### config.mk
export PLATFORM = sky130hd
export DESIGN_NAME = trace_pulse_analyzer_unit
export DESIGN_NICKNAME = d
export VERILOG_FILES = /design/src/hw/rtl/tpa_pkg.sv /design/src/hw/rtl/trace_pulse_analyzer_unit.sv
export SDC_FILE = /design/constraint.sdc
export NUM_CORES = 1
export LEC_CHECK = 0
export BUFFER_PORTS_ARGS = -buffer_cell sky130_fd_sc_hd__buf_2
export CORE_ASPECT_RATIO = 0.75
export CORE_UTILIZATION = 63
export CTS_CLUSTER_DIAMETER = 100
export CTS_CLUSTER_SIZE = 24
export DETAILED_ROUTE_END_ITERATION = 6
export GPL_ROUTABILITY_DRIVEN = 0
export PLACE_DENSITY_LB_ADDON = 0.25
export SETUP_SLACK_MARGIN = 0.1
export SLEW_MARGIN = 20
export SYNTH_ARGS = -nofsm -noshare
export SYNTH_HDL_FRONTEND = slang
export SYNTH_SLANG_ARGS = --single-unit
### constraint.sdc
create_clock -name clk -period 16.8 [get_ports clk]
set_input_delay 3.36 -clock clk [delete_from_list [all_inputs] [get_ports clk]]
set_output_delay 3.36 -clock clk [all_outputs]
set_load 0.05 [all_outputs]
### src/hw/rtl/tpa_pkg.sv
// ---------------------------------------------------------------------------
// Trace pulse analyzer package
// Field widths, register indexes, fixed limits and small helper functions
// shared by the trace pulse analyzer.
// ---------------------------------------------------------------------------
`default_nettype none

package tpa_pkg;

	// Field widths of the input and result items.
	localparam int SAMPLE_W   = 12;
	localparam int BASE_W     = 13;
	localparam int CUR_W      = 14;
	localparam int DIFF_W     = 15;
	localparam int PEAKS_W    = 13;
	localparam int COUNT_W    = 14;
	localparam int HEIGHT_W   = 14;
	localparam int INTEG_W    = 24;
	localparam int INTEG_OUT_W = 25;
	localparam int CUT_W      = 13;

	// Stream data widths, padded to whole bytes.
	localparam int IN_DATA_W  = 32;
	localparam int OUT_DATA_W = 80;

	// Configuration port.
	localparam int CFG_IDX_W  = 2;
	localparam int CFG_DATA_W = 13;
	localparam int LEN_REG_W  = 13;
	localparam int THR_W      = 12;

	localparam logic [CFG_IDX_W-1:0] REG_TRACE_LENGTH    = 2'd0;
	localparam logic [CFG_IDX_W-1:0] REG_PEAK_THRESHOLD  = 2'd1;
	localparam logic [CFG_IDX_W-1:0] REG_PULSE_THRESHOLD = 2'd2;

	// Register reset values.
	localparam logic [LEN_REG_W-1:0] TRACE_LENGTH_RST    = 13'd2400;
	localparam logic [THR_W-1:0]     PEAK_THRESHOLD_RST  = 12'd20;
	localparam logic [THR_W-1:0]     PULSE_THRESHOLD_RST = 12'd25;

	// Marker for a trace without a baseline, at the widths where it appears.
	localparam logic signed [BASE_W-1:0]      NO_BASELINE      = -13'sd999;
	localparam logic signed [COUNT_W-1:0]     NO_BASELINE_14   = -14'sd999;
	localparam logic signed [INTEG_OUT_W-1:0] NO_BASELINE_25   = -25'sd999;

	// Saturation limits.
	localparam logic [INTEG_W-1:0] INTEGRAL_MAX = 24'hFF_FFFF;
	localparam logic [PEAKS_W-1:0] PEAKS_MAX    = 13'd8191;

	// Magnitude of a signed difference.
	function automatic logic [DIFF_W-1:0] mag(input logic signed [DIFF_W-1:0] v);
		mag = v[DIFF_W-1] ? DIFF_W'(-v) : DIFF_W'(v);
	endfunction

	// Peak counter increment that holds at its ceiling.
	function automatic logic [PEAKS_W-1:0] peak_inc(input logic [PEAKS_W-1:0] p,
		input logic step);
		peak_inc = (step && (p < PEAKS_MAX)) ? PEAKS_W'(p + 1'b1) : p;
	endfunction

endpackage

`default_nettype wire

### src/hw/rtl/trace_pulse_analyzer_unit.sv
// ---------------------------------------------------------------------------
// Trace pulse analyzer
// Per-trace pulse summary of a stream of baseline-tagged detector samples.
// ---------------------------------------------------------------------------
// Each slave transaction carries one 12-bit sample and the 13-bit signed
// baseline of its trace. Samples are counted into traces of trace_length
// samples (held to 1 .. MAX_TRACE). On the last sample of a trace one master
// transaction carries the summary: peak count, pulse height, saturated
// integral and the left and right cutoffs, or the no-baseline pattern when
// the last sample's baseline is -999. Other samples produce nothing.
// The configuration channel writes trace_length, peak_threshold and
// pulse_threshold by index; it is always ready and should be used only
// while no trace is in flight.
// Throughput is one sample per cycle unless a stalled summary blocks input:
// the sample sits in an input register while a short compare-and-add update
// of the trace state runs, and the summary goes on to the result register
// for the master side. The result register lets new samples in while a
// summary waits; only a second summary held behind a stalled one blocks the
// input. Reset returns the registers to their defaults and starts a fresh trace.
// ---------------------------------------------------------------------------
`default_nettype none

module trace_pulse_analyzer_unit #(
	parameter int MAX_TRACE     = 4096,
	parameter int CUTOFF_MARGIN = 20
) (
	input  wire logic                              clk,
	input  wire logic                              arst_n,
	// Slave stream.
	input  wire logic                              s_axis_tvalid,
	output logic                                   s_axis_tready,
	// Fields from bit 0: sample[11:0], baseline[24:12], zero padding.
	input  wire logic [tpa_pkg::IN_DATA_W-1:0]     s_axis_tdata,
	// Master stream.
	output logic                                   m_axis_tvalid,
	input  wire logic                              m_axis_tready,
	// Fields from bit 0: peak_count[13:0], pulse_height[27:14],
	// pulse_integral[52:28], left_cutoff[65:53], right_cutoff[78:66], padding.
	output logic [tpa_pkg::OUT_DATA_W-1:0]         m_axis_tdata,
	// Configuration write channel.
	input  wire logic                              cfg_valid,
	output logic                                   cfg_ready,
	input  wire logic [tpa_pkg::CFG_IDX_W-1:0]     cfg_index,
	input  wire logic [tpa_pkg::CFG_DATA_W-1:0]    cfg_data
);

	import tpa_pkg::*;

	localparam int IDX_W = $clog2(MAX_TRACE);
	localparam int LEN_W = $clog2(MAX_TRACE + 1);
	localparam int CW    = ((LEN_W > LEN_REG_W) ? LEN_W : LEN_REG_W) + 1;

	// Configuration registers.
	logic [LEN_REG_W-1:0] trace_length_q;
	logic [THR_W-1:0]     peak_threshold_q;
	logic [THR_W-1:0]     pulse_threshold_q;

	// Input register.
	logic                      valid_s1;
	logic [SAMPLE_W-1:0]       sample_s1;
	logic signed [BASE_W-1:0]  baseline_s1;

	// Trace state.
	logic [IDX_W-1:0]          sample_index_q;
	logic signed [CUR_W-1:0]   max_height_q;
	logic [INTEG_W-1:0]        integral_sum_q;
	logic signed [CUR_W-1:0]   local_low_q;
	logic signed [CUR_W-1:0]   local_high_q;
	logic [PEAKS_W-1:0]        peaks_seen_q;
	logic                      over_level_q;
	logic                      left_pending_q;
	logic                      right_pending_q;
	logic                      slope_rising_q;
	logic [CUT_W-1:0]          left_mark_q;
	logic [CUT_W-1:0]          right_mark_q;

	// Result register.
	logic                      out_valid_q;
	logic [OUT_DATA_W-1:0]     out_data_q;

	// Update logic signals.
	logic                      out_free;
	logic                      fire;
	logic                      last_sample;
	logic [CW-1:0]             len_reg_cw;
	logic [CW-1:0]             len_cw;
	logic [CW-1:0]             idx_cw;
	logic [CW-1:0]             margin_cw;
	logic signed [CUR_W-1:0]   cur;
	logic signed [DIFF_W-1:0]  cur15;
	logic signed [CUR_W-1:0]   low0;
	logic signed [DIFF_W-1:0]  low15;
	logic signed [DIFF_W-1:0]  high15;
	logic signed [DIFF_W-1:0]  peak_thr15;
	logic signed [DIFF_W-1:0]  pulse_thr15;
	logic [DIFF_W-1:0]         mag_cur;
	logic [DIFF_W-1:0]         mag_low;
	logic                      nearer_low;
	logic                      rise;
	logic                      higher;
	logic                      fall;
	logic                      over;
	logic                      end_peak;
	logic signed [DIFF_W:0]    tail_diff;
	logic [INTEG_OUT_W-1:0]    integ_sum;
	logic signed [CUR_W-1:0]   max_height_n;
	logic [INTEG_W-1:0]        integral_sum_n;
	logic signed [CUR_W-1:0]   local_low_n;
	logic signed [CUR_W-1:0]   local_high_n;
	logic [PEAKS_W-1:0]        peaks_seen_n;
	logic [PEAKS_W-1:0]        peaks_final;
	logic                      slope_rising_n;
	logic                      left_pending_n;
	logic                      right_pending_n;
	logic [CUT_W-1:0]          left_mark_n;
	logic [CUT_W-1:0]          right_mark_n;
	logic [CUT_W-1:0]          left_cut;
	logic [CUT_W-1:0]          right_cut;
	logic [OUT_DATA_W-1:0]     result;

	// Handshakes: the input register moves on unless a summary would land
	// on a result that is still waiting.
	assign out_free      = !out_valid_q || m_axis_tready;
	assign fire          = valid_s1 && (!last_sample || out_free);
	assign s_axis_tready = !valid_s1 || fire;
	assign cfg_ready     = 1'b1;
	assign m_axis_tvalid = out_valid_q;
	assign m_axis_tdata  = out_data_q;

	// Effective trace length and end-of-trace detection.
	always_comb begin
		len_reg_cw = CW'(trace_length_q);
		if (len_reg_cw == '0) begin
			len_cw = CW'(1);
		end else if (len_reg_cw > CW'(MAX_TRACE)) begin
			len_cw = CW'(MAX_TRACE);
		end else begin
			len_cw = len_reg_cw;
		end
		idx_cw      = CW'(sample_index_q);
		margin_cw   = CW'(CUTOFF_MARGIN);
		last_sample = (idx_cw + CW'(1)) >= len_cw;
	end

	// Per-sample update of the trace state and the summary it would give.
	always_comb begin
		cur         = CUR_W'($signed({2'b00, sample_s1}))
		              - CUR_W'(baseline_s1);
		cur15       = DIFF_W'(cur);
		low0        = (sample_index_q == '0) ? cur : local_low_q;
		low15       = DIFF_W'(low0);
		high15      = DIFF_W'(local_high_q);
		peak_thr15  = $signed({3'b000, peak_threshold_q});
		pulse_thr15 = $signed({3'b000, pulse_threshold_q});
		mag_cur     = mag(cur15);
		mag_low     = mag(low15);

		// Hysteresis from the local low, then from the local high.
		nearer_low = mag_cur < mag_low;
		rise       = !nearer_low && (mag(cur15 - low15) > DIFF_W'(peak_thr15));
		higher     = mag_cur > mag(high15);
		fall       = slope_rising_q && !rise && !higher
		             && (mag(high15 - cur15) > DIFF_W'(peak_thr15));

		slope_rising_n = rise || (slope_rising_q && !fall);
		local_high_n   = (rise || (slope_rising_q && higher)) ? cur : local_high_q;
		local_low_n    = (nearer_low || fall) ? cur : low0;
		peaks_seen_n   = peak_inc(peaks_seen_q, fall);
		max_height_n   = (cur > max_height_q) ? cur : max_height_q;

		// Level crossing, integral and cutoff marks.
		over            = cur15 > pulse_thr15;
		integ_sum       = {1'b0, integral_sum_q} + INTEG_OUT_W'(cur[CUR_W-2:0]);
		integral_sum_n  = integral_sum_q;
		left_pending_n  = left_pending_q;
		right_pending_n = right_pending_q;
		left_mark_n     = left_mark_q;
		right_mark_n    = right_mark_q;
		if (over) begin
			integral_sum_n = (integ_sum > INTEG_OUT_W'(INTEGRAL_MAX)) ? INTEGRAL_MAX
			                 : integ_sum[INTEG_W-1:0];
			if (left_pending_q) begin
				left_mark_n    = (idx_cw <= margin_cw) ? '0 : CUT_W'(idx_cw - margin_cw);
				left_pending_n = 1'b0;
			end
		end else if (over_level_q) begin
			right_mark_n    = ((idx_cw + margin_cw) >= len_cw) ? CUT_W'(len_cw)
			                  : CUT_W'(idx_cw + margin_cw);
			right_pending_n = 1'b0;
		end

		// Closing of the trace.
		tail_diff   = $signed({1'b0, mag_cur}) - $signed({1'b0, mag(DIFF_W'(local_low_n))});
		end_peak    = slope_rising_n || (tail_diff > (DIFF_W + 1)'(peak_thr15));
		peaks_final = peak_inc(peaks_seen_n, end_peak);
		left_cut    = left_pending_n ? CUT_W'(len_cw) : left_mark_n;
		if (over) begin
			right_cut = CUT_W'(idx_cw);
		end else if (right_pending_n) begin
			right_cut = '0;
		end else begin
			right_cut = right_mark_n;
		end

		if (baseline_s1 == NO_BASELINE) begin
			result = {1'b0, CUT_W'(len_cw), CUT_W'(0), NO_BASELINE_25,
			          NO_BASELINE_14, NO_BASELINE_14};
		end else begin
			result = {1'b0, right_cut, left_cut, {1'b0, integral_sum_n},
			          HEIGHT_W'(max_height_n), {1'b0, peaks_final}};
		end
	end

	// Configuration registers.
	always_ff @(posedge clk or negedge arst_n) begin
		if (!arst_n) begin
			trace_length_q    <= TRACE_LENGTH_RST;
			peak_threshold_q  <= PEAK_THRESHOLD_RST;
			pulse_threshold_q <= PULSE_THRESHOLD_RST;
		end else if (cfg_valid && cfg_ready) begin
			unique case (cfg_index)
				REG_TRACE_LENGTH:    trace_length_q    <= cfg_data;
				REG_PEAK_THRESHOLD:  peak_threshold_q  <= cfg_data[THR_W-1:0];
				REG_PULSE_THRESHOLD: pulse_threshold_q <= cfg_data[THR_W-1:0];
				default: ;
			endcase
		end
	end

	// Input register valid flag.
	always_ff @(posedge clk or negedge arst_n) begin
		if (!arst_n) begin
			valid_s1 <= 1'b0;
		end else if (s_axis_tready) begin
			valid_s1 <= s_axis_tvalid;
		end
	end

	// Input register payload.
	always_ff @(posedge clk) begin
		if (s_axis_tvalid && s_axis_tready) begin
			sample_s1   <= s_axis_tdata[SAMPLE_W-1:0];
			baseline_s1 <= s_axis_tdata[SAMPLE_W+BASE_W-1:SAMPLE_W];
		end
	end

	// Trace state; a finished trace clears everything for the next one.
	always_ff @(posedge clk or negedge arst_n) begin
		if (!arst_n) begin
			sample_index_q  <= '0;
			max_height_q    <= '0;
			integral_sum_q  <= '0;
			local_low_q     <= '0;
			local_high_q    <= '0;
			peaks_seen_q    <= '0;
			over_level_q    <= 1'b0;
			left_pending_q  <= 1'b1;
			right_pending_q <= 1'b1;
			slope_rising_q  <= 1'b0;
			left_mark_q     <= '0;
			right_mark_q    <= '0;
		end else if (fire) begin
			if (last_sample) begin
				sample_index_q  <= '0;
				max_height_q    <= '0;
				integral_sum_q  <= '0;
				local_low_q     <= '0;
				local_high_q    <= '0;
				peaks_seen_q    <= '0;
				over_level_q    <= 1'b0;
				left_pending_q  <= 1'b1;
				right_pending_q <= 1'b1;
				slope_rising_q  <= 1'b0;
				left_mark_q     <= '0;
				right_mark_q    <= '0;
			end else begin
				sample_index_q  <= IDX_W'(idx_cw + CW'(1));
				max_height_q    <= max_height_n;
				integral_sum_q  <= integral_sum_n;
				local_low_q     <= local_low_n;
				local_high_q    <= local_high_n;
				peaks_seen_q    <= peaks_seen_n;
				over_level_q    <= over;
				left_pending_q  <= left_pending_n;
				right_pending_q <= right_pending_n;
				slope_rising_q  <= slope_rising_n;
				left_mark_q     <= left_mark_n;
				right_mark_q    <= right_mark_n;
			end
		end
	end

	// Result register valid flag.
	always_ff @(posedge clk or negedge arst_n) begin
		if (!arst_n) begin
			out_valid_q <= 1'b0;
		end else if (fire && last_sample) begin
			out_valid_q <= 1'b1;
		end else if (m_axis_tready) begin
			out_valid_q <= 1'b0;
		end
	end

	// Result register payload.
	always_ff @(posedge clk) begin
		if (fire && last_sample) begin
			out_data_q <= result;
		end
	end

`ifndef SYNTHESIS
	// A level crossing always has set the left cutoff first.
	a_over_has_left: assert property (@(posedge clk) disable iff (!arst_n)
		over_level_q |-> !left_pending_q)
		else $error("over_level set while left cutoff still pending");

	// A finished trace shows a result and restarts the sample count.
	a_summary_out: assert property (@(posedge clk) disable iff (!arst_n)
		(fire && last_sample) |=> (m_axis_tvalid && (sample_index_q == '0)))
		else $error("summary not presented or sample index not restarted");

	// A waiting summary is never overwritten by the next one.
	a_no_overwrite: assert property (@(posedge clk) disable iff (!arst_n)
		(out_valid_q && !m_axis_tready) |-> !(fire && last_sample))
		else $error("stalled summary overwritten");
`endif

endmodule

`default_nettype wire
==> flow_summary.rst <==
.. list-table::
   :header-rows: 1

   * - Metric
     - Value
   * - Reg-to-reg critical path endpoint
     - m_axis_tdata[7]
   * - Max stage delay on crit path
     - 0.95 ns
   * - Fraction of the core area covered by cells at the end of the flow
     - 69.3%
   * - Endpoint, Worst Hold
     - right_pending_q
   * - Pre-Repair DR Iteration Count
     - 6
   * - Global-route total usage across every layer
     - 34.9%
   * - Worst reg2reg path startpoint
     - sample_index_q[2]
   * - Vias after detailed routing
     - 18054
   * - Number of nets at the end of the flow
     - 2564
   * - Rows
     - 56
   * - First DRT Iteration DRCs
     - 2233
   * - Clock buffers created by TritonCTS
     - 14
   * - Static Leakage
     - 9.67 nW
   * - TritonCTS clock tree
     - yes
   * - Drt total wl
     - 58200 um
   * - Port Buffer Count
     - 125
   * - Post-Synthesis Cell Area
     - 0.0205 mm^2
   * - Number of distinct library cell variants in the gate-level netlist after synthesis
     - 100
   * - Length in cells of the worst reg-to-reg path
     - 52
   * - Number of diodes
     - 0
   * - Width of the die
     - 210 um
   * - Setup-failing EPs final
     - 0
   * - Number of buffers inserted by hold repair at cts
     - 0
   * - Buffer type at the clock tree root
     - clkbuf_16
   * - Core region area
     - 0.0317 mm^2
   * - Pin count of the biggest net entering global routing
     - 96
   * - Area growth syn-to-layout
     - 6.93%
   * - Initial standard-cell utilization of the core
     - 64.8%
   * - Post-route clock skew
     - 0.0237 ns
   * - Arrival time of the worst setup path
     - 15.64 ns
   * - Fmax achieved
     - 64.9 MHz
   * - Fraction of the yosys area taken by sequential cells
     - 34.6%
   * - Max_slew headroom
     - 19.6%
   * - Worst-margin pin slew
     - 1.20 ns
   * - Combinational cell fraction of total power
     - 71.8%
   * - Count of max-cap constraint violations
     - 0
   * - Class of the most critical hold timing path
     - reg2reg
   * - Number of stages on the worst hold path
     - 2
   * - Critical path's most frequent cell
     - a21oi_1
   * - RSZ-0062 raised after global routing
     - false
   * - Hold Fails Final Rpt
     - 0
   * - Flop pwr share
     - 20.3%
   * - Clock latency of the later-clocked register in the worst-skew pair
     - 0.52 ns
   * - Hold_sp
     - right_pending_q
   * - Status
     - complete, no violations
   * - Internal power
     - 2.38 mW
   * - Synthesized netlist cell count
     - 2252
   * - Tcrit/Tclk final
     - 91.7%
   * - Final min period
     - 15.40 ns
   * - Clock Pin Slew Worst Setup and Hold Paths
     - 0.11 ns
   * - Fraction of final layout cells sized beyond drive strength 1
     - 12.4%
   * - Post-cts sizing count
     - 0
   * - Die height
     - 158 um
   * - Ys async rst share
     - 60.8%
   * - Number of I/O pins
     - 135
   * - Fill cell instance count of the final layout
     - 2504
   * - Setup slack, reg-to-reg
     - 1.40 ns
   * - Smallest hold slack
     - 0.492 ns
   * - Peak ir drop on the vdd network
     - 0.160 mV
   * - Die Footprint
     - 0.0333 mm^2
   * - Dpl hpwl
     - 43400 um
   * - Top_reg_cell synth
     - dfrtp_1
   * - GR Overflow Total
     - 0
   * - Proportion of total power due to net switching
     - 50.4%
   * - Mean area per synthesized cell
     - 9.12 um^2
   * - Number of enable flip-flop cells after synthesis
     - 103
   * - Syn. warnings
     - 0
   * - Path type of the worst setup path
     - reg2reg
   * - Clk buf depth
     - 3
   * - First-pass GRT wire length
     - 91300 um
   * - Highest-delay cell along the critical path
     - o21ai_1
   * - Post-detailed-route via-to-cell ratio
     - 6.53
   * - Number of H-tree branching levels
     - 1
   * - Crit path launch type
     - register
   * - TritonCTS Sinks
     - 263
   * - Post-CTS setup buffers
     - 0
   * - Maximum fanout along the worst path
     - 14
   * - Number of routed nets with antenna violations
     - 0
   * - Final Slew Violations
     - 0
   * - Cell Pwr Density
     - 219 mW/mm^2
   * - Number of antenna violations at the first check in global routing
     - 0
   * - DRC violations left
     - 0
   * - Share of power burned in the clock network
     - 7.9%
   * - Leading cell types in the layout, fill and taps excluded
     - nand2_1, ha_1, nor2_1
   * - Commonest non-fill, non-tap cell in the layout
     - nand2_1
   * - Endpoint class of the critical path
     - register
   * - Worst Path Required
     - 17.04 ns
   * - Wirelength per Cell
     - 21.0 um
   * - Psw
     - 2.43 mW
   * - Vias in the first global route
     - 16986
   * - Synthesis-stage register bit count
     - 263
   * - Sum of negative setup slack
     - 0 ns
-- metrics by stage --
step                      instance area [um^2]  power, mW  instances  setup slack, ns
after global routing                     22000       5.15       2765            0.791
after floorplan                          20600       3.45       2261             5.06
after CTS                                21900       4.69       2765             2.12
final                                    22000       4.81       2765             1.40
after detailed placement                 21500       4.28       2741             2.19
after global placement                   21500       4.13       2741             2.55
-- synth_stat cells, types with 36 or more instances --
master	number	area, um^2
a21o_1	53	398
a21oi_1	137	686
a22o_1	36	315
clkbuf_1	78	293
dfrtp_1	149	3730
edfxtp_1	103	3090
ha_1	185	2310
inv_1	116	435
mux2_2	61	687
mux2i_1	36	360
nand2_1	202	758
nand3_1	51	255
nand4_1	37	231
nor2_1	176	661
nor2b_1	36	225
o21a_1	39	293
o21ai_0	166	831
xnor2_1	117	1020
xor2_1	45	394
-- critical path: cells and delay by family, from the launching register on --
kind,cells,cell delay (ns)
flops,1,0.53
simple gates,14,2.67
mux,1,0.73
buf+inv,3,0.50
xor+xnor,2,0.36
compound gates,26,8.43
fa+ha+maj,6,1.85
-- state kept, by name (all words and copies together), names as in the netlist, 13 cells and up --
signal          flops
local_low_q        14
m_axis_tdata       78
right_mark_q       13
baseline_s1        13
max_height_q       14
trace_length_q     13
left_mark_q        13
local_high_q       14
integral_sum_q     24
peaks_seen_q       13
-- layout make-up --
| cell class | count | area [um^2] | area share, % |
|---|---|---|---|
| clock buffers | 24 | 409 | 1.86 |
| inverters | 123 | 463 | 2.11 |
| multi-input cells | 1769 | 12600 | 57.4 |
| flip-flops and latches | 263 | 7110 | 32.4 |
| well taps | 435 | 544 | 2.48 |
| repair buffers | 151 | 827 | 3.77 |
-- kinds of logic after synthesis --
kind of cell	synth area share [%]
buf+inv	4.42
flops	34.6
mux	5.17
simple gates	15.5
compound gates	20.4
other cells	0.0366
fa+ha+maj	12.2
xor+xnor	7.70
-- layer usage --
layer / GRT usage [%] / routed length [um] / up-vias
met5: 0 / 0 / -
met4: 12.3 / 2200 / 0
met3: 8.34 / 6710 / 170
met2: 52.5 / 24300 / 1017
met1: 49.0 / 25000 / 8580
li1: - / - / 8287
-- power by group through the flow --
stage	clock, mW	sequential (mW)	combinational [mW]
CTS	0.385	0.967	3.33
detailed placement	0	0.980	3.30
global placement	0	0.971	3.16
global route	0.406	0.989	3.75
floorplan	0	0.939	2.51
finish	0.381	0.975	3.45
-- worst max-delay path by stage --
stage	start	endpoint	slack [ns]
after floorplan	sample_index_q[2]	m_axis_tdata[7]	5.06
after global placement	sample_index_q[2]	m_axis_tdata[7]	2.55
after detailed placement	sample_index_q[2]	m_axis_tdata[7]	2.19
after CTS	sample_index_q[2]	m_axis_tdata[7]	2.12
after global routing	sample_index_q[2]	m_axis_tdata[7]	0.79
final	sample_index_q[2]	m_axis_tdata[7]	1.40
No activity file was read; power rests on OpenSTA's default activity.
